**src/sv/rse_parity_out.sv**
```systemverilog
// parity output buffer, drained one item per cycle while m_tready is high
module rse_parity_out #(
  parameter int MAX_PARITY = 32,
  parameter int CW         = 6
) (
  input  logic          clk,
  input  logic          rst,
  input  logic          load,
  input  logic [7:0]    parity [MAX_PARITY],
  input  logic [CW-1:0] p_eff,
  output logic          free,
  output logic          m_tvalid,
  input  logic          m_tready,
  output logic [7:0]    m_tdata,
  output logic          m_tlast
);
  logic [7:0]    pb [MAX_PARITY];
  logic [CW-1:0] left;
  logic          pop;

  assign m_tvalid = left != '0;
  assign m_tlast  = left == CW'(1);
  assign m_tdata  = pb[0];
  assign pop      = m_tvalid && m_tready;
  assign free     = (left == '0) || (m_tlast && m_tready);

  // items still to deliver
  always_ff @(posedge clk) begin
    if (rst) begin
      left <= '0;
    end else if (load) begin
      left <= p_eff;
    end else if (pop) begin
      left <= left - CW'(1);
    end
  end

  // snapshot of the remainder, shifted towards the port
  always_ff @(posedge clk) begin
    if (load) begin
      pb <= parity;
    end else if (pop) begin
      for (int k = 0; k < MAX_PARITY - 1; k++) pb[k] <= pb[k+1];
      pb[MAX_PARITY-1] <= 8'd0;
    end
  end

endmodule

```
**config.mk**
```make
export PLATFORM = sky130hd
export DESIGN_NAME = rse_parity_out
export DESIGN_NICKNAME = d
export VERILOG_FILES = /design/src/sv/rse_parity_out.sv
export SDC_FILE = /design/constraint.sdc
export NUM_CORES = 1
export LEC_CHECK = 0
export BUFFER_PORTS_ARGS = -buffer_cell sky130_fd_sc_hd__clkbuf_2
export CELL_PAD_IN_SITES_DETAIL_PLACEMENT = 0
export CELL_PAD_IN_SITES_GLOBAL_PLACEMENT = 1
export CORE_ASPECT_RATIO = 2
export CORE_MARGIN = 2
export CORE_UTILIZATION = 46
export DETAILED_ROUTE_END_ITERATION = 8
export GPL_ROUTABILITY_DRIVEN = 0
export PLACE_DENSITY = 0.83
export SKIP_CTS_REPAIR_TIMING = 1
export SYNTH_ARGS = -nofsm -noshare
export SYNTH_HDL_FRONTEND = slang
export SYNTH_SLANG_ARGS = --single-unit
```
**constraint.sdc**
```tcl
create_clock -name clk -period 25 [get_ports clk]
set_input_delay 5 -clock clk [delete_from_list [all_inputs] [get_ports clk]]
set_output_delay 5 -clock clk [all_outputs]
set_load 0.05 [all_outputs]
```
### Yosys cells after proc, flatten, opt, wreduce, memory -nomap -nowiden

Cells that the tools add are included.

| storage, ports and cells | value |
|---|---|
| register bits after elaboration | 262 |
| bits of input ports | 266 |
| output and inout port bits | 11 |
| word-level logic and storage cells | 45 |

| cells by class | value |
|---|---|
| add/sub/neg operators | 1 |
| eq/ne operators | 1 |
| mux-type cells | 4 |
| reductions and logical operators | 6 |

Operator list:

| operator | count |
|---|---|
| two-way mux 256 bit | 2 |
| two-way mux 6 bit | 2 |
| equality test 6 x 1 -> 1 bit, second input constant | 1 |
| logical NOT 6 bit | 1 |
| nonzero test 6 bit | 1 |
| subtractor 6 x 1 -> 6 bit, second input constant | 1 |
| logical AND 1 bit | 2 |
| nonzero test 2 bit | 1 |
| logical OR 1 bit | 1 |

### Logic depth before layout (Yosys ltp)

| logic depth | value |
|---|---|
| word-level depth | 4 |
| mapped depth | 5 |

### Worst setup path after synthesis

No wires, ideal clock.

| timing path | value |
|---|---|
| path kind | input -> register |
| start point | input load |
| end point | register pb, in the netlist m_tdata[0] (enable) |
| library setup time | 638 ps |
| data arrival time | 11,256 ps |
| data required time | 24,362 ps |
| setup slack | 13,106 ps |
| cell stages on the path | 4 |
| path through | clkbuf_1 > clkbuf_1 > buf_2 > or2_1 |

| between the ends | value |
|---|---|
| longest elaborated chain between the ends | 1 |

Ends and longest elaborated chain:

| item | RTL line | RTL |
|---|---|---|
| start: declaration | 8 | `input logic load,` |
| nonzero test 2 bit (no line) | n/a |  |
| end signal: assignment | 41 | `pb <= parity;` |
| end: declaration | 17 | `logic [7:0] pb [MAX_PARITY];` |

Every way passes these cells.
A chain may end at the register's enable or synchronous reset.

### Worst setup path after layout

| timing path | value |
|---|---|
| start point | input m_tready |
| end point | output free |

| between the ends | value |
|---|---|
| longest elaborated chain between the ends | 2 |

Ends and longest elaborated chain:

| item | RTL line | RTL |
|---|---|---|
| start: declaration | 13 | `input logic m_tready,` |
| logical AND 1 bit | 25 | `assign free = (left == '0) \|\| (m_tlast && m_tready);` |
| logical OR 1 bit | 25 |  |
| end: declaration | 11 | `output logic free,` |

Every way passes these cells.

==> flow_metrics.env <==
export IMPL_coreArea_sq_um=23900
export IMPL_dpl_instance_area_sq_um=12800
export IMPL_min_period_ps=10620
export IMPL_worst_setup_path_type="primary input to output pin"
export IMPL_grt_start_max_net_pins=209
export IMPL_antenna_found_initial=3
export IMPL_seqCellArea_sq_um=7810
export IMPL_outcome="complete, no violations"
export IMPL_synth_area_leaders="edfxtp_1 69%, mux2_2 25%, dfxtp_1 1.1%, buf_2 1.0%, buf_4 0.54%"
export IMPL_grt_overflow_total=0
export IMPL_dieWidth_microns=114
export IMPL_timing_hold_ws_ps=543
export IMPL_drv_cap=0
export IMPL_synth_top_area_share_pct=68.7
export IMPL_finalSetupViolCount=0
export IMPL_hold_path_class="flip-flop to flip-flop"
export IMPL_multi_input_area_sq_um=3150
export IMPL_dieArea_sq_um=25600
export IMPL_ys_seq_elements=262
export IMPL_syn_inst=606
export IMPL_ys_top_cells_by_count="256 x edfxtp_1, 248 x mux2_2, 23 x buf_2"
export IMPL_synth_edff_count=256
export IMPL_ys_async_sr_fraction_pct=0
export IMPL_io_pins=277
export IMPL_ys_warn_count=0
export IMPL_io_buffer_count=276
export IMPL_tightest_slew_ps=1270
export IMPL_finalHoldViolCount=0
export IMPL_wl_per_cell_microns=18.7
export IMPL_path_clk_slew_ps=70
export IMPL_tns_ps=0
export IMPL_num_vias=6082
export IMPL_final_core_util_pct=56.1
export IMPL_first_pass_iters=4
export IMPL_totalWireLength_microns=22000
export IMPL_p_per_area_nw_per_um2=74.4
export IMPL_dpl_hpwl_microns=15200
export IMPL_yosysTopAreaCell="edfxtp_1"
export IMPL_leakage_nw=5.25
export IMPL_synth_most_common_cell="edfxtp_1"
export IMPL_fillerInstances=1943
export IMPL_drt_iter0_markers=426
export IMPL_insertion_delay_ps=520
export IMPL_syn_area_sq_um=11200
export IMPL_avgSynthCellArea_sq_um=18.5
export IMPL_start_util_pct=46.7
export IMPL_syn_nets=875
export IMPL_clockRootBuffer="clkbuf_16"
export IMPL_areaGrowthSynthToFinish_pct=20.0
export IMPL_drive_gt1_share_pct=63.0
export IMPL_cp_end_kind="output pin"
export IMPL_rsz0062_at_grt="no"
export IMPL_ir_drop_mv=0.0751
export IMPL_worst_slack_ps=14380
export IMPL_place_ws_ps=14380
export IMPL_cts_made_buffers=23
export IMPL_remaining_drc_errors=0
export IMPL_grt_usage_pct=16.9
export IMPL_ctsLongestPathBuffers=3
export IMPL_grt_pass1_vias=6510
export IMPL_die_h_microns=224
export IMPL_clkSinkCount=262
export IMPL_synth_top_flop_cell="edfxtp_1"
export IMPL_rows=80
export IMPL_ys_types=34
export IMPL_period_share_pct=42.5
export IMPL_nets=1141
export IMPL_postRouteAntennaNets=0
export IMPL_cts_tree="yes"
export IMPL_via_per_inst=5.17
export IMPL_cp_arrival_ps=5620
export IMPL_htreeDepth=1
export IMPL_cp_required_ps=20000
export IMPL_startpoint_type="primary input"
export IMPL_drv_slew=0
export IMPL_grt_pass1_wl_microns=33500
export IMPL_fin_area_sq_um=13400
export IMPL_path_max_fanout=8
export IMPL_max_freq_mhz=94.1
export IMPL_yosysSeqAreaShare_pct=69.8
export IMPL_fin_skew_ps=13.5
export IMPL_max_slew_margin_pct=15.3
kinds of logic (layout without fill, tap and decap cells):
logic type,count (synthesis),after routing,share of synthesized area [%]
compound gates,17,17,1.26
fa+ha+maj,3,3,0.336
buf+inv,45,326,2.05
flops,262,262,69.8
mux,248,248,25.0
other cells,0,2,0
simple gates,31,31,1.56
per-stage QoR:
step / power [mW] / cells
4_1_cts: 1.01 / 1174
5_1_grt: 1.04 / 1176
3_3_place_gp: 0.684 / 1134
6_report: 0.999 / 1176
3_5_place_dp: 0.689 / 1134
2_1_floorplan: 0.654 / 606
cells in the final DEF (no fill, tap or decap), drive strengths merged:
master / synthesis / routed
ha: 3 / 3
clkinv: 0 / 9
a2111o: 1 / 1
buf: 33 / 5
nor4b: 1 / 1
nand4: 1 / 1
nand3b: 1 / 1
a2111oi: 1 / 1
or4: 1 / 1
a31o: 1 / 1
nor4: 1 / 1
a311oi: 2 / 2
nor3: 3 / 3
diode: 0 / 2
dfxtp: 6 / 6
a21oi: 2 / 2
o21ai: 2 / 2
a211o: 1 / 1
inv: 6 / 7
edfxtp: 256 / 256
a221oi: 1 / 1
clkbuf: 6 / 305
nor2: 7 / 7
o2111a: 1 / 1
o211ai: 3 / 3
or2: 2 / 2
a21boi: 1 / 1
nand2: 3 / 3
mux2: 248 / 248
and2: 9 / 9
o221ai: 1 / 1
or3: 2 / 2
power breakdown:
group          switching, mW  leakage (nW)  total (mW)  internal [mW]
combinational         0.0520          2.29       0.111         0.0587
sequential            0.0154          2.65       0.567          0.551
clock                  0.152         0.315       0.321          0.169
path summary, 6_finish.rpt:
kind / endpoint / startpoint / depth (start not counted) / slack, ps
setup / recovery: free / m_tready / 4 / 14380
hold / removal: pb[39]$_DFFE_PP_ / pb[31]$_DFFE_PP_ / 1 / 540
setup reg to reg: pb[81]$_DFFE_PP_ / left[0]$_SDFFE_PP0P_ / 6 / 21310
hold reg to reg: pb[39]$_DFFE_PP_ / pb[31]$_DFFE_PP_ / 1 / 540
routing by layer:
layer	part of all wire, %	up-vias	routed length, microns	track usage [%]
li1	-	2893	-	-
met1	35	2932	7680	18.1
met2	54	215	11900	31.0
met3	8.1	40	1780	4.96
met4	2.8	2	621	6.29
met5	0.059	-	13	0
registers in the layout (all words and copies together) (netlist names):
register / flops
left: 6
m_tdata: 8
pb: 248
critical path, stage by stage:
cell	delay, ps
clkbuf_2	160
a21oi_1	80
nor2_1	100
clkbuf_2	280
layout make-up:
class | instances | area share, %
diodes | 2 | 0.0373
clock buffers | 30 | 4.48
clock inverters | 10 | 0.336
inverters | 6 | 0.168
multi-input cells | 299 | 23.5
flip-flops and latches | 262 | 58.2
well taps | 287 | 2.68
repair buffers | 280 | 10.7
Note: power is estimated with default switching activity, not from simulation.
