--- config.mk ---
export PLATFORM = sky130hd
export DESIGN_NAME = rse_gen_builder
export DESIGN_NICKNAME = d
export VERILOG_FILES = /design/src/sv/rse_pkg.sv /design/src/sv/rse_gen_builder.sv
export SDC_FILE = /design/constraint.sdc
export NUM_CORES = 2
export LEC_CHECK = 0
export ABC_CLOCK_PERIOD_IN_PS = 14990
export BUFFER_PORTS_ARGS = -buffer_cell sky130_fd_sc_hd__buf_2
export CORE_UTILIZATION = 55
export CTS_CLUSTER_SIZE = 10
export DETAILED_ROUTE_END_ITERATION = 10
export MAX_ROUTING_LAYER = met4
export PLACE_DENSITY = 0.83
export SLEW_MARGIN = 20
export SYNTH_ARGS = -nofsm -noshare
export SYNTH_HDL_FRONTEND = slang
export SYNTH_SLANG_ARGS = --single-unit
--- constraint.sdc ---
create_clock -name clk -period 14.99 [get_ports clk]
set_input_delay 1.499 -clock clk [delete_from_list [all_inputs] [get_ports clk]]
set_output_delay 1.499 -clock clk [all_outputs]
set_load 0.01 [all_outputs]
--- src/sv/rse_pkg.sv ---
// shared constants, types and field arithmetic for the reed-solomon encoder
package rse_pkg;

  // default and hard limit on the parity count
  localparam int MAX_PARITY_DEF = 32;
  localparam int MAX_OUT        = 32;

  // reset values of the configuration registers
  localparam logic [7:0] MSG_LEN_RST = 8'd223;
  localparam logic [5:0] PARITY_RST  = 6'd32;

  // low byte of the field polynomial x^8 + x^4 + x^3 + x^2 + 1
  localparam logic [7:0] GF_POLY_LOW = 8'h1d;

  // configuration register indexes
  localparam logic REG_MSG_LEN = 1'b0;
  localparam logic REG_PARITY  = 1'b1;

  // control from the top level towards the remainder datapath
  typedef struct packed {
    logic restart;
    logic gen_busy;
  } rse_ctrl_t;

  // multiply by the primitive element
  function automatic logic [7:0] gf_xtime(input logic [7:0] a);
    gf_xtime = {a[6:0], 1'b0} ^ (a[7] ? GF_POLY_LOW : 8'h00);
  endfunction

  // full field multiply, shift and add over the eight bits of b
  function automatic logic [7:0] gf_mul(input logic [7:0] a, input logic [7:0] b);
    logic [7:0] x;
    logic [7:0] acc;
    x   = a;
    acc = 8'h00;
    for (int i = 0; i < 8; i++) begin
      if (b[i]) acc = acc ^ x;
      x = gf_xtime(x);
    end
    gf_mul = acc;
  endfunction

endpackage

--- src/sv/rse_gen_builder.sv ---
// generator polynomial builder, one root multiplied in per cycle
module rse_gen_builder #(
  parameter int MAX_PARITY = 32,
  parameter int CW         = 6
) (
  input  logic             clk,
  input  logic             rst,
  input  logic             start,
  input  logic [CW-1:0]    p_eff,
  output logic             busy,
  output logic [7:0]       coeff [MAX_PARITY]
);
  import rse_pkg::*;

  logic [7:0]    g [MAX_PARITY+1];
  logic [7:0]    root;
  logic [CW-1:0] deg;
  logic [CW-1:0] deg_next;

  assign deg_next = deg + CW'(1);

  // multiply g by (x + root) each cycle, all coefficients in parallel
  always_ff @(posedge clk) begin
    if (rst || start) begin
      busy <= 1'b1;
      deg  <= '0;
      root <= 8'd1;
      g[0] <= 8'd1;
      for (int k = 1; k <= MAX_PARITY; k++) g[k] <= 8'd0;
    end else if (busy) begin
      for (int k = 1; k <= MAX_PARITY; k++) g[k] <= g[k] ^ gf_mul(g[k-1], root);
      root <= gf_xtime(root);
      deg  <= deg_next;
      if (deg_next == p_eff) busy <= 1'b0;
    end
  end

  // non-leading coefficients, highest degree first
  always_comb begin
    for (int k = 0; k < MAX_PARITY; k++) coeff[k] = g[k+1];
  end

endmodule

# After elaboration in Yosys (flattened, before gate mapping)
# Memory sizes are Yosys's and may differ from the RTL's.
# Cells that the tools add are included.
# totals
output_inout_bits,257
elab_cells,1552
romBits,0
mem_bits_rw,264
latchBits,0
n_memories,1
ff_bits,15
input_bits,9
# memory_table
memory,words,width,read_ports,rd_ports_with_merged_regs,write_ports,line_no,text
g,33,8,33,0,33,rse_gen_builder.sv:15,logic [7:0] g [MAX_PARITY+1];
# classes
n_lt_le_gt_ge,0
mul,0
n_shift,0
eq_ne,1
div,0
n_bitwise,513
n_addsub,1
muxes,1032
reduce_logical,1
# ops
cell,count
$mux W8,800
$xor A8 B8 Y8,256
$xor A8 B5 Y8,225
$mux W5,225
$or A1 B1 Y1,32
$mux W1,7
$add A6 B1 Y6 const B,1
$eq A6 B6 Y1,1
$logic_or A1 B1 Y1,1

# Depth between registers and ports, before layout
# depth
word_depth,33
depth_mapped,11

# Least setup slack after synthesis
# No wires, ideal clock.
# synth_timing
path_kind,input-to-reg
from,input port rst
to,register busy
setup_time_ns,0.083
required_ns,14.907
path_buffers,0
arrival_time_ns,7.569
slack_ns,7.339
cell_stages,2
cell_sequence,or3_1 o31a_1
# synth_between
elab_chain_len,1
# synth_lines
item,line_no,text
from (decl),rse_gen_builder.sv:7,"input logic rst,"
$logic_or A1 B1 Y1,rse_gen_builder.sv:24,if (rst || start) begin
to (signal assigned),rse_gen_builder.sv:25,busy <= 1'b1;
to (signal assigned),rse_gen_builder.sv:34,if (deg_next == p_eff) busy <= 1'b0;
to (decl),rse_gen_builder.sv:10,"output logic busy,"
# Every way passes these cells.
# A chain may end at the register's enable or synchronous reset.

==> flow_metrics.py <==
metrics = {
    "timing": {
        "rsz0062_at_grt": "no",
        "worstMarginPinSlew_ns": 1.21,
        "slew_violations": 0,
        "slew_headroom": 0.187,
        "max_clock_freq_mhz": 246,
        "final-hold-violation-count": 0,
        "fin_skew_ns": 0.0280,
        "finalSetupTns_ns": 0,
        "fin_crit_sh": 0.271,
        "setup_viol": 0,
        "period_needed_ns": 4.06,
    },
    "clock_network": {
        "cts_buffers": 40,
        "root_buffer": "clkbuf_16",
        "cts_tree": "done",
        "clockBufferDepth": 3,
        "cts.clk_slew.worst_paths_ns": 0.06,
        "ctsResizeCount": 0,
        "ctsHoldBuffers": 0,
        "post_cts.repair.setup_buffers": 0,
        "htree_levels": 2,
        "cts_sinks": 271,
        "clk_latency_ns": 0.60,
    },
    "cells_and_area": {
        "drive_gt1_frac": 0.0830,
        "finish.net_count": 6005,
        "post-route-util": 0.577,
        "final_cells": 7167,
        "synthToLayoutAreaGrowth_pct": 3.83,
    },
    "floorplanning": {
        "ioPinCount": 266,
        "coreArea_um2": 85100,
        "die-area_um2": 87200,
        "dieHeight_um": 295,
        "die_w_um": 295,
        "row_count": 107,
        "start_util": 0.556,
    },
    "power_and_ir_drop": {
        "p_per_area_nw_per_um2": 39.8,
        "ir_worst_vdd_mv": 0.0732,
        "p_leak_nw": 16.4,
    },
    "grt": {
        "grt_max_degree": 156,
        "antenna_found_initial": 1,
        "grt_pass1_vias": 40740,
        "track_usage": 0.341,
        "gr-total-overflow": 0,
        "grt_pass1_wl_um": 229000,
    },
    "route": {
        "drt.antenna.violating_nets": 0,
        "detail_route.first_pass.iterations": 6,
        "dr.first_iter.drc_count": 4940,
        "drc": 0,
        "vias": 41706,
        "wl_per_cell_um": 20.6,
        "viasPerCell": 5.82,
        "drt_wl_total_um": 148000,
    },
    "setup_path": {
        "cp.required_ns": 15.31,
        "reg2reg_slack_ns": 10.93,
        "cp_max_fo": 69,
        "endpoint": "g[0][172]",
        "worstSetupPathType": "reg -> reg",
        "critPathLaunch": "root[0]",
        "r2r_end": "g[0][172]",
        "cp-start-kind": "flop",
        "critPathArrivalTime_ns": 4.39,
        "reg2reg_from": "root[0]",
        "cp-end-kind": "flop",
        "worstRegToRegCells": 9,
    },
    "run": {
        "maxCapViolCount": 0,
    },
    "yosys": {
        "yosys.area.top_type": "xnor2_1",
        "async_flop_share": 0,
        "ys.warnings.count": 0,
        "ys_seq_area_frac": 0.169,
        "synth_area_leaders": "xnor2_1, edfxtp_1, nand2_1",
        "synthFlopType": "edfxtp_1",
        "ys_types": 61,
        "yosysTopAreaCellShare": 0.358,
        "ys_ff_latch": 271,
        "avgSynthCellArea_um2": 7.65,
        "synth_edf_count": 256,
        "syn_area_um2": 47300,
        "syn_nets": 6198,
        "syn_inst": 6187,
    },
    "place": {
        "place_inst": 7096,
        "gp_congestion": 0.919,
        "hpwl_um": 92900,
        "io_buffers": 265,
    },
    "run_status": {
        "outcome": "finished, final reports clean",
    },
    "min_path": {
        "min_path_type": "reg -> reg",
    },
}
-- cell type report --
| type | instances | area [um2] |
|---|---|---|
| clock inverter | 12 | 55.1 |
| multi-input combinational | 5338 | 36600 |
| clock buffer | 57 | 1130 |
| inverter | 30 | 113 |
| sequential | 271 | 8020 |
| fill | 7510 | 36000 |
| antenna | 2 | 5.00 |
| timing repair buffer | 313 | 1740 |
| tap | 1144 | 1430 |
-- through the flow --
| step | total power, W | cell area, um2 | setup WS (ns) | hold WS (ns) |
|---|---|---|---|---|
| 2_1_floorplan | 0.000990 | 47300 | 7.34 | 0.479 |
| 3_3_place_gp | 0.00103 | 47900 | 10.81 | 0.500 |
| 3_5_place_dp | 0.00103 | 47900 | 10.73 | 0.535 |
| 4_1_cts | 0.00195 | 49100 | 11.03 | 0.548 |
| 5_1_grt | 0.00199 | 49100 | 10.82 | 0.598 |
| 6_report | 0.00195 | 49100 | 10.93 | 0.557 |
-- cell usage after synthesis (30+ instances only) --
master and instances:
xor2_1 668, buf_1 58, nor2_1 410, a22oi_1 67, o21ai_0 72, xnor2_1 1934
xor2_2 57, nand2_1 1608, edfxtp_1 256, nand2b_1 44, buf_2 297, clkbuf_1 146
a21oi_1 112, buf_4 46, a221oi_1 30
-- placed cells by master (no fill, tap or decap), drive strengths merged, types with 23 or more instances in the layout --
cell type,netlist,routed
a21oi,112,112
a221oi,31,31
a22oi,67,67
a31oi,29,29
buf,402,313
clkbuf,146,57
edfxtp,256,256
inv,30,30
nand2,1609,1609
nand2b,44,44
nand3,23,23
nor2,411,411
nor3b,24,24
o211ai,26,26
o21ai,82,82
xnor2,1959,1959
xnor3,24,24
xor2,732,732
-- logic make-up after synthesis --
logic type,after synthesis,synth area share
compound gates,406,0.0545
xor+xnor,2725,0.531
fa+ha+maj,2,0.000529
buf+inv,578,0.0575
flops,271,0.169
mux,38,0.00849
simple gates,2167,0.179
-- sequential cells by signal, summed over array words and instances, names as in the netlist --
register / count
deg: 6
g: 256
busy: 1
root: 8
-- worst min path at each step --
| stage | slack, ns | depth (start not counted) | from | end |
|---|---|---|---|---|
| CTS | 0.55 | 2 | deg[1] | deg[1] |
| detailed placement | 0.54 | 2 | deg[1] | deg[1] |
| global placement | 0.50 | 2 | deg[1] | deg[1] |
| global route | 0.60 | 2 | deg[1] | deg[1] |
| floorplan | 0.48 | 2 | deg[1] | deg[1] |
| finish | 0.56 | 2 | deg[5] | deg[5] |
-- where the power goes --
part	leakage [nW]	switching (W)	internal [W]	total, W
logic	12.5	0.000115	0.0000622	0.000178
clock network	0.585	0.000409	0.000519	0.000929
registers	3.28	0.0000268	0.000821	0.000848
total	16.4	0.000552	0.00140	0.00195
-- critical path, cell delays in order, from the launching register on --
cell	delay [ns]
dfxtp_4	0.80
buf_4	0.75
buf_4	0.83
nand2_1	0.15
xnor2_1	0.18
xnor2_1	0.19
xnor3_1	0.44
xnor2_1	0.19
xnor2_1	0.13
nor2_1	0.05
-- per-layer routing --
layer,vias up,share of wire,wire length (um),track usage
met2,2627,0.45,66500,0.532
met3,543,0.13,19000,0.0765
met1,19774,0.37,54300,0.408
li1,18762,-,-,-
met5,-,0,0,-
met4,0,0.055,8190,0.186
(Power assumes the default switching activity.)
