--- src/sv/rse_pkg.sv ---
// shared constants, types and field arithmetic for the reed-solomon encoder
package rse_pkg;

  // default and hard limit on the parity count
  localparam int MAX_PARITY_DEF = 32;
  localparam int MAX_OUT        = 32;

  // reset values of the configuration registers
  localparam logic [7:0] MSG_LEN_RST = 8'd223;
  localparam logic [5:0] PARITY_RST  = 6'd32;

  // low byte of the field polynomial x^8 + x^4 + x^3 + x^2 + 1
  localparam logic [7:0] GF_POLY_LOW = 8'h1d;

  // configuration register indexes
  localparam logic REG_MSG_LEN = 1'b0;
  localparam logic REG_PARITY  = 1'b1;

  // control from the top level towards the remainder datapath
  typedef struct packed {
    logic restart;
    logic gen_busy;
  } rse_ctrl_t;

  // multiply by the primitive element
  function automatic logic [7:0] gf_xtime(input logic [7:0] a);
    gf_xtime = {a[6:0], 1'b0} ^ (a[7] ? GF_POLY_LOW : 8'h00);
  endfunction

  // full field multiply, shift and add over the eight bits of b
  function automatic logic [7:0] gf_mul(input logic [7:0] a, input logic [7:0] b);
    logic [7:0] x;
    logic [7:0] acc;
    x   = a;
    acc = 8'h00;
    for (int i = 0; i < 8; i++) begin
      if (b[i]) acc = acc ^ x;
      x = gf_xtime(x);
    end
    gf_mul = acc;
  endfunction

endpackage

--- src/sv/rse_lfsr.sv ---
// input register, byte counter and remainder shift register
module rse_lfsr #(
  parameter int MAX_PARITY = 32
) (
  input  logic              clk,
  input  logic              rst,
  input  rse_pkg::rse_ctrl_t ctrl,
  input  logic              s_tvalid,
  output logic              s_tready,
  input  logic [7:0]        s_tdata,
  input  logic [7:0]        len_eff,
  input  logic [7:0]        coeff [MAX_PARITY],
  input  logic              out_free,
  output logic              emit,
  output logic [7:0]        parity [MAX_PARITY]
);
  import rse_pkg::*;

  logic       in_valid;
  logic [7:0] in_byte;
  logic [7:0] count;
  logic [7:0] count_next;
  logic [7:0] rem [MAX_PARITY];
  logic [7:0] fb;
  logic       last;
  logic       advance;
  logic       accept;

  // feedback through the generator into the shifted remainder
  assign fb = in_byte ^ rem[0];
  always_comb begin
    for (int k = 0; k < MAX_PARITY - 1; k++) parity[k] = rem[k+1] ^ gf_mul(fb, coeff[k]);
    parity[MAX_PARITY-1] = gf_mul(fb, coeff[MAX_PARITY-1]);
  end

  // codeword end and stall decision
  assign count_next = count + 8'd1;
  assign last       = count_next >= len_eff;
  assign advance    = in_valid && (!last || out_free);
  assign emit       = advance && last;
  assign s_tready   = !ctrl.gen_busy && (!in_valid || advance);
  assign accept     = s_tvalid && s_tready;

  // input register
  always_ff @(posedge clk) begin
    if (rst || ctrl.restart) begin
      in_valid <= 1'b0;
    end else if (accept) begin
      in_valid <= 1'b1;
    end else if (advance) begin
      in_valid <= 1'b0;
    end
  end

  always_ff @(posedge clk) begin
    if (accept) in_byte <= s_tdata;
  end

  // remainder and count, cleared at the end of each codeword
  always_ff @(posedge clk) begin
    if (rst || ctrl.restart) begin
      count <= 8'd0;
      for (int k = 0; k < MAX_PARITY; k++) rem[k] <= 8'd0;
    end else if (advance) begin
      if (last) begin
        count <= 8'd0;
        for (int k = 0; k < MAX_PARITY; k++) rem[k] <= 8'd0;
      end else begin
        count <= count_next;
        for (int k = 0; k < MAX_PARITY; k++) rem[k] <= parity[k];
      end
    end
  end

endmodule

--- config.mk ---
export PLATFORM = sky130hd
export DESIGN_NAME = rse_lfsr
export DESIGN_NICKNAME = d
export VERILOG_FILES = /design/src/sv/rse_pkg.sv /design/src/sv/rse_lfsr.sv
export SDC_FILE = /design/constraint.sdc
export NUM_CORES = 2
export LEC_CHECK = 0
export ABC_AREA = 1
export BUFFER_PORTS_ARGS = -buffer_cell sky130_fd_sc_hd__clkbuf_2
export CAP_MARGIN = 20
export CELL_PAD_IN_SITES_DETAIL_PLACEMENT = 1
export CELL_PAD_IN_SITES_GLOBAL_PLACEMENT = 2
export CORE_MARGIN = 2
export CORE_UTILIZATION = 32
export CTS_CLUSTER_DIAMETER = 120
export CTS_CLUSTER_SIZE = 40
export DETAILED_ROUTE_END_ITERATION = 10
export PLACE_DENSITY = 0.93
export RECOVER_POWER = 100
export SKIP_LAST_GASP = 1
export SYNTH_ARGS = -nofsm -noshare
export SYNTH_HDL_FRONTEND = slang
export SYNTH_SLANG_ARGS = --single-unit
--- constraint.sdc ---
create_clock -name clk -period 15.3 [get_ports clk]
set_input_delay 1.53 -clock clk [delete_from_list [all_inputs] [get_ports clk]]
set_output_delay 1.53 -clock clk [all_outputs]
set_load 0.005 [all_outputs]
# Word-level counts from Yosys, hierarchy flattened
# Memory sizes are Yosys's and may differ from the RTL's.
# Cells that the tools add are included.
# op_classes
bitwise,327
n_reduce_logical,11
add_sub_neg,1
n_lt_le_gt_ge,1
muxes,340
# ops
cell,n
$mux 8,321
$xor 8x8->8,257
$or 1x1->1,64
$xor 8x5->8,6
$mux 5,7
$mux 1,12
$add 8x1->8 const B,1
$ge 8x8->1,1
$logic_and 1x1->1,4
$logic_not 1->1,3
$logic_or 1x1->1,3
$reduce_bool 2->1,1
# totals
regBits,17
ramBits,256
out_inout_bits,258
input_bits,278
mem_count,1
wordCells,684
# mem_list
memory,words,word_bits,rd,rd_ports_with_merged_regs,write_ports,line,text
rem,32,8,32,0,32,rse_lfsr.sv:23,logic [7:0] rem [MAX_PARITY];

# Longest topological paths before layout
# logic_depth
depth_word,19
depth_mapped,22
ltp_nobuf,20

# Worst setup path after synthesis
# No wires, ideal clock.
# synth_path
kind,in2reg
startpoint,input port len_eff[3]
endpoint,"memory rem[12][4], in the netlist rem[0][100], enable pin"
arrival_ns,10.778
setup_time_ns,0.765
required_time_ns,14.535
path_stages,9
setup_slack_ns,3.758
cell_sequence,inv_1 -> ha_1 -> a21oi_1 -> o21ai_0 -> nand2_1 -> o2111ai_1 -> nand2_1 -> inv_1 -> o21ai_0
# synth_rtl
element,line,text
from (decl),rse_lfsr.sv:11,"input logic [7:0] len_eff,"
to (decl),rse_lfsr.sv:23,

==> metrics.md <==
| Metric | Value |
|---|---|
| R2r worst-path depth | 16 |
| Hold_sp | count[7] |
| # setup viols final | 0 |
| Worst Setup Start Kind | register |
| Clock network power share | between 15 and 20% |
| Commonest non-fill, non-tap cells in the layout | nand2_1 (2,717), nor2_1 (1,066), inv_1 (1,011), xor2_1 (835), xnor2_1 (516) |
| Layout area overhead | 10.55% |
| Overall Global Routing Usage | a little under a third |
| HP Class | reg2reg |
| Rel. slew slack | -191.6% |
| CTS tree | built |
| Vias in the first global route | roughly 50,000 |
| PortBufs | around 540 |
| Worst Path Arrival | 10.44 ns |
| Flop pwr share | around a fifth |
| WHS Path Cells | 2 |
| Hold buffer count at CTS | 0 |
| Worst-path clk slew | approximately 0.090 ns |
| Slew Viols, Final | about 450 |
| Pin count of the biggest net entering global routing | between 100 and 150 |
| Top cells by area, synth | nand2_1 (23%), edfxtp_1 (17%), xor2_1 (16%) |
| DRC viols | 0 |
| Final setup skew | 0.02220 ns |
| Area leader, netlist | nand2_1 |
| Grt met1 use | around two fifths |
| Synthesized area per cell | 5.916 sq um |
| Worst slew pin tran | 4.374 ns |
| Net Sw Power | between 2000 and 2500 uW |
| Ys Warns | 0 |
| Net count after synthesis | 7,904 |
| Seq/Total Area, Yosys | roughly 18% |
| Total CTS buffers | 29 |
| Total Power | 4472 uW |
| Die height | about 380 microns |
| Drt pass-1 iters | 6 |
| Fmax | approximately 0.084 GHz |
| Rows | roughly 140 |
| Internal | between 2000 and 2500 uW |
| Clock root cell | clkbuf_16 |
| GR peak layer | met2 |
| H-tree Lvls | 1 |
| Hold EP | count[7] |
| Cell Pwr Density | between 80 and 90 nW/um^2 |
| # Post-CTS Setup Buffers | 0 |
| CTS max path bufs | 3 |
| DRT iter0 DRCs | approximately 3,700 |
| Combinational fraction of design power | between 60 and 70% |
| Layout cells sized above 1 | under 10% |
| Antenna Nets Post-Route | 0 |
| Grt ovf | 0 |
| Crit-path max FO | 65 |
| Syn Inst Count | between 7,000 and 8,000 |
| FF+latch count, synth | between 200 and 300 |
| Area share of the largest cell type after synthesis | between 20% and 30% |
| Most common cell after layout, fill and taps aside | nand2_1 |
| # nets final | 8,231 |
| Fin Setup TNS | 0 ns |
| Worst reg2reg startpoint | count[0] |
| Initial antenna violation count | 55 |
| Number of I/O pins | ~540 |
| Hpwl dp | 157.6 mm |
| VDD IR-drop max | between 0.1 and 0.15 mV |
| Syn Std Cell Area | between 40,000 and 50,000 sq um |
| Static Leakage | approximately 0.026 uW |
| Hold Fails Final Rpt | 0 |
| Routed WL per cell | around 23 microns |
| Reg2Reg Capture Point | rem[0][124] |
| Via density | 5.099 |
| Outcome | finished, violations left |
| Worst setup path category | reg2out |
| CP required | 13.77 ns |
| Number of distinct library cells after synthesis | 39 |
| Initial core utilization | 32.26% |
| Gates resized, CTS repair | 0 |
| Clock Sinks | 273 |
| Crit end category | primary output |
| Clk_lat worst skew | 0.68 ns |
| First-pass GRT wire length | ~320 mm |
| Crit share post-route | between 70% and 80% |
| Via count | slightly above 50,000 |
| R2r setup slk | between 4 and 5 ns |
| RSZ-0062 raised after global routing | false |
| Total die area | between 100,000 and 150,000 sq um |
| Final Wtd Congestion | about 0.88 |
| GRT met2 Usage | slightly below 50% |
| Failing checks | max-capacitance violations, max-slew violations |
| Total Wirelength | ~220 mm |
| Final worst path period need | about 12 ns |
| Total of max-cap violations | 12 |
| Die W | between 300 and 400 microns |
| Core area | 139,700 sq um |
| Sw frac | a little over half |
| Grt met3 use | roughly 5.2% |
kinds of logic after synthesis:
logic type	count (synthesis)	share of synthesized area (%)
simple gates	4450	40.49
xor+xnor	1370	27.05
buf+inv	1304	11.86
flops	273	17.81
compound gates	211	2.538
fa+ha+maj	9	0.2499
stage by stage:
stage	worst slack [ns]	cell area (sq um)	cells	hold slack (ns)	utilization, %
after global routing	3.159	49800	9860	0.5145	35.65
after floorplan	3.758	45060	7617	0.4551	-
after global placement	7.141	49100	9789	0.4666	35.14
after detailed placement	6.969	49100	9789	0.4793	35.14
after CTS	6.244	50060	9842	0.4917	35.83
final	3.328	49820	9867	0.4888	35.66
layer usage:
metal  up-vias  wire length, microns  part of all wire, %
met5         -                   333                 0.15
met4        52                 10890                  4.9
met3       481                 17730                  7.9
met2      1855                101000                   45
met1     24550                 94230                   42
li1      23370                     -                    -
worst max-delay path by stage:
stage          startpoint           to  slack, ns  depth (start not counted)
2_1_floorplan  len_eff[3]  rem[0][100]       3.76                          9
3_3_place_gp   in_byte[7]   parity[58]       7.14                         21
3_5_place_dp   in_byte[7]  parity[138]       6.97                         20
4_1_cts        in_byte[7]  parity[138]       6.24                         20
5_1_grt        in_byte[7]   parity[68]       3.16                         21
6_report       in_byte[7]   parity[68]       3.33                         21
flip-flops by register name, indices dropped and copies added, names as in the netlist:
| name | flops |
|---|---|
| rem | 256 |
| count | 8 |
| in_byte | 8 |
| in_valid | 1 |
worst max-delay path, stage by stage (launching register included):
cell and delay (ns):
edfxtp_1 0.43, inv_1 0.09, nand2_1 0.06, nand2_1 1.45, buf_4 0.89, nand2_1 0.30
nand2_4 0.56, nand2_1 0.19, nand2_1 0.32, clkbuf_1 1.78, nand2_2 0.25, nand2_8 0.59
nand2_1 0.22, nand2_4 0.77, inv_2 0.75, nand3_1 0.30, nand2_1 0.10, inv_1 0.07
nand2_1 0.05, nand2_1 0.31, inv_1 0.08, buf_1 0.12
power by group through the flow:
stage / combinational (uW) / clock, uW / sequential (uW)
2_1_floorplan: 1730 / 0 / 892
3_3_place_gp: 2680 / 0 / 891
3_5_place_dp: 2780 / 0 / 891
4_1_cts: 2790 / 832 / 875
5_1_grt: 3030 / 846 / 882
6_report: 2770 / 821 / 879
synth_stat cells (all sizes together):
master      n
clkbuf     88
clkinv      2
nor2     1073
o2111ai     1
ha          9
xor3        2
o211ai     13
or2        83
o22ai       9
inv      1021
nand3     304
o21ai      80
o21bai     13
xor2      843
nand3b    170
edfxtp    256
buf       193
xnor2     520
a21o        3
nand2    2765
a21oi      92
dfxtp      17
nand2b     18
xnor3       5
and2       14
nand4      23
final cells by class:
cell class | instances | area [sq um]
fillers | 18960 | 89880
inverters | 1023 | 3850
well taps | 1876 | 2347
multi-input cells | 6040 | 31810
clock buffers | 31 | 733.2
repair buffers | 577 | 2758
diodes | 25 | 62.56
flip-flops and latches | 273 | 8028
clock inverters | 22 | 231.5
Note: power is estimated with default switching activity, not from simulation.
